`src/hw/rtl/htfd_pkg.sv`:
```
package htfd_pkg;

  localparam int ByteW  = 8;
  localparam int PosW   = 3;
  localparam int RawW   = 20;
  localparam int TempW  = 29;
  localparam int StatW  = 2;
  localparam int ProdW  = 28;

  localparam logic [ByteW-1:0] CrcInit = 8'hFF;
  localparam logic [ByteW-1:0] CrcPoly = 8'h31;
  localparam int               BusyBit = 7;

  localparam logic [ByteW-1:0]  TempScale  = 8'd200;
  localparam logic [TempW-1:0]  TempOffset = 29'd52428800;

  // byte positions inside the measurement frame
  localparam logic [PosW-1:0] PosStatus  = 3'd0;
  localparam logic [PosW-1:0] PosHumHi   = 3'd1;
  localparam logic [PosW-1:0] PosHumMid  = 3'd2;
  localparam logic [PosW-1:0] PosMixed   = 3'd3;
  localparam logic [PosW-1:0] PosTempMid = 3'd4;
  localparam logic [PosW-1:0] PosTempLo  = 3'd5;
  localparam logic [PosW-1:0] PosCrc     = 3'd6;

  typedef enum logic [StatW-1:0] {
    STAT_SUCCESS  = 2'd0,
    STAT_BUSY     = 2'd1,
    STAT_CRC_FAIL = 2'd2
  } status_t;

  typedef struct packed {
    logic            crc_ok;
    logic            busy;
    logic [RawW-1:0] humidity;
    logic [RawW-1:0] temp_raw;
  } frame_info_t;

  // crc-8, msb first, one byte per call
  function automatic logic [ByteW-1:0] crc8_byte(input logic [ByteW-1:0] crc,
                                                 input logic [ByteW-1:0] b);
    logic [ByteW-1:0] c;
    c = crc ^ b;
    for (int k = 0; k < ByteW; k++) begin
      if (c[ByteW-1]) begin
        c = (c << 1) ^ CrcPoly;
      end else begin
        c = c << 1;
      end
    end
    return c;
  endfunction

endpackage

```
`src/hw/rtl/humidity_temp_frame_decoder.sv`:
```
// humidity / temperature measurement frame decoder
// input stream: one frame byte per request; s_tuser high marks the first byte
// of a frame and drops any partial frame in progress
// a frame is 7 bytes: sensor status, 20-bit humidity, 20-bit temperature,
// then a crc-8 (poly 0x31, init 0xff) over the first six bytes
// output stream: one request after the seventh byte carrying status (crc fail
// before busy before success), humidity fraction and temperature in q20
// throughput: one byte per cycle, sustained, but a check byte waits while a result is held
// result path: the check byte is taken into the input register, status and
// temperature are formed from it there, then it moves into the result
// register, which drives m_tvalid
// reset: frame position back to the first byte, crc back to 0xff, both
// registers emptied
// stall: a held result blocks only a following check byte; the data bytes of
// the next frame keep flowing in while the result waits
module humidity_temp_frame_decoder (
  input  logic        clk,
  input  logic        rst,
  // slave side: tdata = rx_byte[7:0]; tuser = frame_start
  input  logic        s_tvalid,
  output logic        s_tready,
  input  logic [7:0]  s_tdata,
  input  logic        s_tuser,
  // master side: tdata = status[1:0], humidity_fraction[21:2],
  // temperature_q20[50:22], zero fill[55:51]
  output logic        m_tvalid,
  input  logic        m_tready,
  output logic [55:0] m_tdata
);
  import htfd_pkg::*;

  logic        done_valid;
  logic        done_ready;
  frame_info_t done;

  // byte capture, crc and field assembly
  htfd_frame u_frame (
    .clk        (clk),
    .rst        (rst),
    .s_tvalid   (s_tvalid),
    .s_tready   (s_tready),
    .s_tdata    (s_tdata),
    .s_tuser    (s_tuser),
    .done_valid (done_valid),
    .done_ready (done_ready),
    .done       (done)
  );

  // status decision, temperature scaling, output register
  htfd_result u_result (
    .clk        (clk),
    .rst        (rst),
    .done_valid (done_valid),
    .done_ready (done_ready),
    .done       (done),
    .m_tvalid   (m_tvalid),
    .m_tready   (m_tready),
    .m_tdata    (m_tdata)
  );

endmodule

```
`src/hw/rtl/htfd_frame.sv`:
```
module htfd_frame (
  input  logic                         clk,
  input  logic                         rst,
  input  logic                         s_tvalid,
  output logic                         s_tready,
  input  logic [htfd_pkg::ByteW-1:0]   s_tdata,
  input  logic                         s_tuser,
  output logic                         done_valid,
  input  logic                         done_ready,
  output htfd_pkg::frame_info_t        done
);
  import htfd_pkg::*;

  // input register
  logic             in_vld;
  logic [ByteW-1:0] in_byte;
  logic             in_start;

  // frame state
  logic [PosW-1:0]  pos;
  logic [ByteW-1:0] crc;
  logic [ByteW-1:0] stat_hold;
  logic [RawW-1:0]  hum;
  logic [RawW-1:0]  temp;

  logic             restart;
  logic [PosW-1:0]  pos_eff;
  logic [ByteW-1:0] crc_eff;
  logic             is_last;
  logic             advance;

  assign restart = in_start || (pos > PosCrc);
  assign pos_eff = restart ? PosStatus : pos;
  assign crc_eff = restart ? CrcInit : crc;
  assign is_last = (pos_eff == PosCrc);

  // only the check byte needs room downstream
  assign advance  = in_vld && (!is_last || done_ready);
  assign s_tready = !in_vld || advance;

  assign done_valid      = in_vld && is_last;
  assign done.crc_ok     = (crc_eff == in_byte);
  assign done.busy       = stat_hold[BusyBit];
  assign done.humidity   = hum;
  assign done.temp_raw   = temp;

  always_ff @(posedge clk) begin
    if (rst) begin
      in_vld <= 1'b0;
    end else if (s_tready) begin
      in_vld <= s_tvalid;
    end
  end

  always_ff @(posedge clk) begin
    if (s_tready && s_tvalid) begin
      in_byte  <= s_tdata;
      in_start <= s_tuser;
    end
  end

  always_ff @(posedge clk) begin
    if (rst) begin
      pos <= PosStatus;
      crc <= CrcInit;
    end else if (advance) begin
      if (is_last) begin
        pos <= PosStatus;
        crc <= CrcInit;
      end else begin
        pos <= pos_eff + 3'd1;
        crc <= crc8_byte(crc_eff, in_byte);
      end
    end
  end

  always_ff @(posedge clk) begin
    if (advance) begin
      case (pos_eff)
        PosStatus:  stat_hold <= in_byte;
        PosHumHi:   hum <= {in_byte, 12'h000};
        PosHumMid:  hum <= hum | {8'h00, in_byte, 4'h0};
        PosMixed: begin
          hum  <= hum | {16'h0000, in_byte[7:4]};
          temp <= {in_byte[3:0], 16'h0000};
        end
        PosTempMid: temp <= temp | {4'h0, in_byte, 8'h00};
        PosTempLo:  temp <= temp | {12'h000, in_byte};
        default:    ;
      endcase
    end
  end

endmodule

```
`src/hw/rtl/htfd_result.sv`:
```
module htfd_result (
  input  logic                        clk,
  input  logic                        rst,
  input  logic                        done_valid,
  output logic                        done_ready,
  input  htfd_pkg::frame_info_t       done,
  output logic                        m_tvalid,
  input  logic                        m_tready,
  output logic [55:0]                 m_tdata
);
  import htfd_pkg::*;

  status_t          status_next;
  logic [ProdW-1:0] prod;
  logic [TempW-1:0] temp_next;

  status_t          status;
  logic [RawW-1:0]  humidity;
  logic [TempW-1:0] temperature;

  assign done_ready = !m_tvalid || m_tready;

  always_comb begin
    if (!done.crc_ok) begin
      status_next = STAT_CRC_FAIL;
    end else if (done.busy) begin
      status_next = STAT_BUSY;
    end else begin
      status_next = STAT_SUCCESS;
    end
  end

  // raw * 200 - 50 * 2^20, exact in 29 bits
  assign prod      = ProdW'(done.temp_raw) * ProdW'(TempScale);
  assign temp_next = {1'b0, prod} - TempOffset;

  always_ff @(posedge clk) begin
    if (rst) begin
      m_tvalid <= 1'b0;
    end else if (done_ready) begin
      m_tvalid <= done_valid;
    end
  end

  always_ff @(posedge clk) begin
    if (done_ready && done_valid) begin
      status      <= status_next;
      humidity    <= done.humidity;
      temperature <= temp_next;
    end
  end

  assign m_tdata = {5'b00000, temperature, humidity, status};

endmodule
```
`config.mk`:
```
export PLATFORM = sky130hd
export DESIGN_NAME = humidity_temp_frame_decoder
export DESIGN_NICKNAME = d
export VERILOG_FILES = /design/src/hw/rtl/htfd_pkg.sv /design/src/hw/rtl/humidity_temp_frame_decoder.sv /design/src/hw/rtl/htfd_frame.sv /design/src/hw/rtl/htfd_result.sv
export SDC_FILE = /design/constraint.sdc
export NUM_CORES = 1
export LEC_CHECK = 0
export ABC_AREA = 1
export BUFFER_PORTS_ARGS = -buffer_cell sky130_fd_sc_hd__buf_2
export CELL_PAD_IN_SITES_DETAIL_PLACEMENT = 1
export CELL_PAD_IN_SITES_GLOBAL_PLACEMENT = 2
export CORE_MARGIN = 3
export CORE_UTILIZATION = 37
export CTS_BUF_LIST = sky130_fd_sc_hd__clkbuf_4 sky130_fd_sc_hd__clkbuf_8 sky130_fd_sc_hd__clkbuf_16
export DETAILED_ROUTE_END_ITERATION = 10
export HOLD_SLACK_MARGIN = 0.12
export MAX_ROUTING_LAYER = met4
export PLACE_DENSITY_LB_ADDON = 0.3
export REMOVE_ABC_BUFFERS = 1
export SLEW_MARGIN = 40
export SYNTH_ARGS = -nofsm -noshare
export SYNTH_HDL_FRONTEND = slang
export SYNTH_SLANG_ARGS = --single-unit
```
`constraint.sdc`:
```
create_clock -name clk -period 4.4 [get_ports clk]
set_input_delay 0.44 -clock clk [delete_from_list [all_inputs] [get_ports clk]]
set_output_delay 0.44 -clock clk [all_outputs]
set_load 0.03 [all_outputs]
```
==> results.yml, run 1 <==
power:
  p_sw_mw: 0.665
  power_frac_comb_pct: 10.7
  swShare_pct: 28.5
  total_leakage_power_nw: 3.65
  clockPowerShare_pct: 38.4
  pwr-share-seq_pct: 50.9
  power_density_mw_per_mm2: 308
  max-vdd-ir-drop_mv: 0.307
  finalPower_mw: 2.33
  p_int_mw: 1.67
timing:
  timing.final.crit_share_pct: 87.4
  clock_skew_ps: 12.7
  hold_viol_final: 0
  slew_headroom_pct: 46.3
  fin_hold_ws_ps: 244
  setup_violations: 0
  fmax_mhz: 260
  slew_viol_final: 0
  worstMarginPinSlew_ps: 803
  final.min_clock_period_ps: 3850
  tns_ps: 0
  rsz0062_at_grt: "no"
placed_design:
  hpwl_um: 12900
  gp_congestion: 0.821
  portBuffers: 62
  dp_cells: 1016
clock_tree:
  root_buffer: "clkbuf_16"
  clkSinkCount: 111
  insertion_delay_ps: 370
  clkSlewWorstSetupHoldPaths_ps: 90
  cts_setup_buffers: 0
  clk_path_buf_depth: 2
  cts-resized-gates: 0
  cts_tree: "yes"
  ctsHoldBuffers: 0
  cts_buffers: 9
  cts.htree.levels: 3
synthesis:
  synth.most_common_cell: "nand2_1"
  async_flop_share_pct: 0
  synth_seq_area_share_pct: 47.8
  syn_avg_cell_area_um2: 9.15
  yosys_warnings: 0
  synth-edff-count: 98
  ys_seq_elements: 111
  synth_top_area_cell: "edfxtp_1"
  syn_inst: 733
  yosysTopAreaCellShare_pct: 43.9
  yosysUniqueCellTypes: 32
  synthTopCellsByArea: "edfxtp_1, ha_1, nand2_1"
  ys_top_cells_by_count: "nand2_1, inv_1, edfxtp_1"
  ys_dominant_reg_cell: "edfxtp_1"
  syn-cell-area_mm2: 0.00671
route:
  drc: 0
  drtIter0Drc: 240
  post_drt_via_cell_ratio: 4.86
  wl_per_cell_um: 15.7
  dr.pass1.iters: 6
  drt_wl_total_um: 16200
  vias: 5022
  ant_nets: 0
global_route:
  use_met1_pct: 20.6
  grt_pass1_vias: 5328
  grt_usage_pct: 17.3
  grt_max_degree: 49
  grt_overflow: 0
  use_met2_pct: 29.9
  grt.met3_usage_pct: 2.95
  top_usage_layer: "met2"
  antenna_found_initial: 1
  grt_pass1_wl_um: 26600
hold_path:
  hold_depth: 1
  hold_class: "in2reg"
  min_from: "s_tdata[5]"
setup_path:
  r2r-end: "u_result.temperature[27]"
  cp-end-kind: "flip-flop"
  path_cells: "ha_1 -> ha_1 -> fa_1 -> ha_1 -> nand2_1 -> nand3_1 -> nand2_1 -> o21ai_0 -> nand3_1 -> nand2_1 -> nand2_1 -> nand2_1 -> ha_1 -> nand3_1 -> nand3_1 -> nand2_1 -> nand2_1 -> nand2_1"
  arrival_ps: 3970
  slowest_stage: "fa_1"
  startpoint: "u_frame.temp[2]"
  r2r_cells: 18
  crit_fanout: 6
  cpPeakStageDelay_ps: 500
  endpoint: "u_result.temperature[27]"
  reg2reg_from: "u_frame.temp[2]"
  start_kind: "flip-flop"
  crit_top_cell: "nand2_1"
  rrSetupSlack_ps: 550
  required_ps: 4520
  path_class: "reg2reg"
cells_and_area:
  register_area_mm2: 0.00320
  layout-drive-gt1-share_pct: 11.5
  multiInputGateArea_mm2: 0.00294
  area_growth_pct: 12.9
  stdcell_count: 1033
  nets: 896
  nFillCells: 2070
floorplanning:
  design.die.area_mm2: 0.0198
  ios: 71
  dieHeight_um: 141
  core_area_mm2: 0.0175
  die_w_um: 141
  row_count: 48
  initial_core_util_pct: 38.2
flow_run:
  maxCapViolations: 0
status:
  status: "complete, no violations"
power by group through the flow:
| stage | sequential, mW | combinational, mW | clock [mW] |
|---|---|---|---|
| 2_1_floorplan | 1.20 | 0.185 | 0 |
| 3_3_place_gp | 1.21 | 0.240 | 0 |
| 3_5_place_dp | 1.21 | 0.250 | 0 |
| 4_1_cts | 1.19 | 0.251 | 0.914 |
| 5_1_grt | 1.19 | 0.287 | 0.951 |
| 6_report | 1.19 | 0.249 | 0.895 |
through the flow:
| step | instance area, µm² | utilization, % | worst slack [ps] |
|---|---|---|---|
| after floorplan | 6650 | - | 998 |
| after CTS | 7570 | 43.2 | 501 |
| final | 7580 | 43.2 | 552 |
| after global placement | 7250 | 41.3 | 692 |
| after detailed placement | 7250 | 41.3 | 532 |
| after global routing | 7580 | 43.2 | 256 |
final cells by class:
| class | count | share of cell area (%) |
|---|---|---|
| sequential | 111 | 42.3 |
| timing repair buffer | 62 | 4.10 |
| clock inverter | 7 | 1.27 |
| inverter | 137 | 6.82 |
| multi-input combinational | 481 | 38.8 |
| antenna | 1 | 0.0330 |
| clock buffer | 9 | 2.97 |
| tap | 225 | 3.72 |
worst max-delay path: cells and delay by family (launching register included):
family	cells	cell delay [ps]
DFF	1	450
AOI/OAI and AO/OA	1	330
adders and majority gates	5	1760
and+or+nand+nor	12	1060
cells by family after synthesis:
kind of cell | share of synthesized area [%]
xor gates and xnor gates | 2.61
buffers and inverters | 8.86
and+or+nand+nor | 19.3
adders and majority gates | 16.8
DFF | 47.8
other | 0.0559
AOI/OAI and AO/OA | 4.61
cell usage in the layout, fill, tap and decap left out, types with 2 or more instances in the layout:
master / count
ha_1: 66
edfxtp_1: 98
clkinv_8: 2
nand3b_1: 2
nand3_2: 2
dfxtp_1: 13
buf_2: 62
nand3_1: 45
nor2_1: 82
o21ai_1: 4
fa_1: 15
nand2_2: 4
nor3_1: 4
or2_2: 2
clkbuf_16: 9
o21ai_0: 12
a21oi_1: 37
xor2_1: 13
a21oi_2: 2
nand4_1: 9
inv_2: 3
nand2_1: 162
inv_1: 132
xnor2_1: 7
conb_1: 8
inv_8: 2
inv_12: 2
worst min path at each step:
stage	endpoint	slack, ps
final	u_frame.in_byte[5]	240
after global routing	u_frame.in_byte[5]	230
after CTS	u_frame.in_byte[5]	230
after detailed placement	u_result.humidity[12]	410
after global placement	u_result.humidity[18]	410
after floorplan	u_result.humidity[12]	400
layer usage:
layer | part of all wire [%] | vias to the layer above
li1 | - | 2497
met1 | 45 | 2428
met2 | 50 | 75
met3 | 2.6 | 22
met4 | 2.6 | 0
met5 | 0 | -
state kept, by name (all words and copies together) (netlist names):
| name | cells |
|---|---|
| u_frame.crc | 8 |
| u_frame.hum | 20 |
| u_frame.in_byte | 8 |
| u_frame.in_start | 1 |
| u_frame.in_vld | 1 |
| u_frame.pos | 3 |
| u_frame.stat_hold | 1 |
| u_frame.temp | 20 |
| u_result.humidity | 20 |
| u_result.m_tvalid | 1 |
| u_result.status | 2 |
| u_result.temperature | 26 |
(Power assumes the default switching activity.)
==> run 2: changes to the inputs <==
--- a/config.mk
+++ b/config.mk
@@ -14,10 +14,10 @@
 export CTS_BUF_LIST = sky130_fd_sc_hd__clkbuf_4 sky130_fd_sc_hd__clkbuf_8 sky130_fd_sc_hd__clkbuf_16
 export DETAILED_ROUTE_END_ITERATION = 10
 export HOLD_SLACK_MARGIN = 0.12
-export MAX_ROUTING_LAYER = met4
 export PLACE_DENSITY_LB_ADDON = 0.3
 export REMOVE_ABC_BUFFERS = 1
 export SLEW_MARGIN = 40
 export SYNTH_ARGS = -nofsm -noshare
 export SYNTH_HDL_FRONTEND = slang
+export SYNTH_HIERARCHICAL = 1
 export SYNTH_SLANG_ARGS = --single-unit
==> run 2 against run 1 <==
- setup slack better by 100 ps
- highest routed layer unchanged
- power shrank 3.7%
- via count up 3.5%
==> results.yml, run 2 <==
global_route:
  grt_pass1_vias: 5681
  grt_max_degree: 37
  grt_overflow: 0
  grt_pass1_wl_um: 27900
  grt_usage_pct: 17.1
  antenna_found_initial: 0
setup_path:
  start_kind: "flip-flop"
  required_ps: 4520
  startpoint: "u_frame/temp[4]"
  arrival_ps: 3870
  crit_fanout: 4
  r2r_cells: 19
  reg2reg_from: "u_frame/temp[4]"
  path_class: "reg2reg"
  cp-end-kind: "flip-flop"
clock_tree:
  cts_setup_buffers: 0
  cts_tree: "yes"
  clkSlewWorstSetupHoldPaths_ps: 90
  cts_buffers: 9
  ctsHoldBuffers: 0
  cts.htree.levels: 3
  cts-resized-gates: 0
  clk_path_buf_depth: 2
  root_buffer: "clkbuf_16"
  clkSinkCount: 111
  insertion_delay_ps: 370
placed_design:
  portBuffers: 62
  gp_congestion: 0.834
  dpl_cell_area_mm2: 0.00762
  hpwl_um: 13400
status:
  status: "complete, no violations"
cells_and_area:
  area_growth_pct: 12.8
  nFillCells: 2160
  antenna_cells: 0
  layout-drive-gt1-share_pct: 15.7
  final_cell_mix: "nand2_1, inv_1, nor2_1, edfxtp_1, ha_1"
  fin_area_mm2: 0.00794
  final_util_pct: 43.3
  final_common_cell: "nand2_1"
  largest_reg_flops: 26
  largest-register: "u_result/temperature"
  nets: 940
synthesis:
  yosys_warnings: 6
  synth-edff-count: 98
  syn_avg_cell_area_um2: 9.08
  syn-cell-area_mm2: 0.00705
  yosysTopAreaCellShare_pct: 41.8
  yosysUniqueCellTypes: 38
  syn_inst: 776
  synthTopCellsByArea: "edfxtp_1, ha_1, nand2_1"
  ys_seq_elements: 111
  synth_seq_area_share_pct: 45.5
  async_flop_share_pct: 0
  synth.most_common_cell: "nand2_1"
  ys_top_cells_by_count: "nand2_1, inv_1, nor2_1"
  synth_top_area_cell: "edfxtp_1"
  ys_dominant_reg_cell: "edfxtp_1"
timing:
  timing.final.crit_share_pct: 85.2
  slew_headroom_pct: 54.0
  tns_ps: 0
  fin_hold_ws_ps: 240
  final.min_clock_period_ps: 3750
  fmax_mhz: 267
  slew_viol_final: 0
  hold_viol_final: 0
  rsz0062_at_grt: "no"
  worstMarginPinSlew_ps: 688
  setup_violations: 0
  clock_skew_ps: 14.6
floorplanning:
  design.die.area_mm2: 0.0207
  initial_core_util_pct: 38.4
  row_count: 49
  core_area_mm2: 0.0183
  ios: 71
  die_w_um: 144
  dieHeight_um: 144
route:
  vias: 5200
  drtIter0Drc: 207
  post_drt_via_cell_ratio: 4.81
  wl_per_cell_um: 15.5
  ant_nets: 0
  dr.pass1.iters: 4
  drc: 0
  drt_wl_total_um: 16800
power:
  max-vdd-ir-drop_mv: 0.188
  swShare_pct: 27.1
  p_sw_mw: 0.609
  finalPower_mw: 2.24
  pwr-share-seq_pct: 52.2
  p_int_mw: 1.64
  clockPowerShare_pct: 40.3
  power_density_mw_per_mm2: 283
  total_leakage_power_nw: 3.93
  power_frac_comb_pct: 7.6
hold_path:
  min_from: "s_tdata[5]"
  hold_depth: 1
  hold_class: "in2reg"
flow_run:
  maxCapViolations: 0
run 2: cell count changes after synthesis, moves of 5 or more:
| cell | change |
|---|---|
| a21oi_1 | -10 |
| inv_1 | +8 |
| nand2_2 | +16 |
| nand2_4 | +5 |
| nand3_1 | -8 |
| nand3_2 | +8 |
| nor2_1 | +18 |
run 2: per-layer routing:
metal / wire, µm / vias to the layer above / track usage (%) / share of wire, %
met5: 0 / - / 0 / 0
met4: 321 / 0 / 5.00 / 1.9
met2: 8750 / 61 / 31.9 / 52
met1: 7360 / 2486 / 20.2 / 44
met3: 342 / 24 / 2.68 / 2.0
li1: - / 2629 / - / -
run 2: cell type report:
class                           instances  area (µm²)  area share (%)
Clock inverter                          7         103            1.29
Clock buffer                            9         225            2.84
Inverter                              148         556            6.99
Multi-Input combinational cell        513        3240            40.8
Sequential cell                       111        3200            40.3
Tap cell                              229         287            3.61
Timing Repair Buffer                   63         330            4.16
run 2: kinds of logic (layout without fill, tap and decap cells):
logic type / Yosys count / after routing / share of synthesized area, %
and+or+nand+nor: 356 / 356 / 23.1
xor gates and xnor gates: 18 / 18 / 2.34
AOI/OAI and AO/OA: 50 / 50 / 4.00
other: 1 / 8 / 0.0532
buffers and inverters: 159 / 227 / 9.07
DFF: 111 / 111 / 45.5
adders and majority gates: 81 / 81 / 16.0
run 2: path summary, 6_finish.rpt:
check,endpoint,slack [ps]
max,u_result/temperature[27],650
min reg2reg,u_result/humidity[12],420
max reg2reg,u_result/temperature[27],650
min,u_frame/in_byte[5],240
run 2: power groups by stage:
stage	Combinational, mW	Sequential [mW]	Clock [mW]
final	0.170	1.17	0.904
after CTS	0.171	1.17	0.931
after global placement	0.162	1.19	0
after detailed placement	0.170	1.20	0
after floorplan	0.129	1.18	0
after global routing	0.193	1.17	0.973
run 2: per-stage QoR:
| step | instances | setup WS (ps) |
|---|---|---|
| 2_1_floorplan | 772 | 158 |
| 4_1_cts | 1080 | 608 |
| 3_3_place_gp | 1064 | 759 |
| 5_1_grt | 1080 | 377 |
| 6_report | 1080 | 653 |
| 3_5_place_dp | 1064 | 663 |
run 2: worst max-delay path: stages (launching register included):
cell and delay (ps):
edfxtp_1 480, ha_1 340, ha_1 280, inv_1 50, fa_1 500, inv_1 40
ha_1 350, a21oi_1 250, nor2_1 60, nor2_1 190, nand2_2 120, nand3_2 90
nand2_1 50, nand2_1 70, nand2_2 70, ha_1 210, nand2_1 120, nand3_2 90
nand3_1 70, nand2_1 60
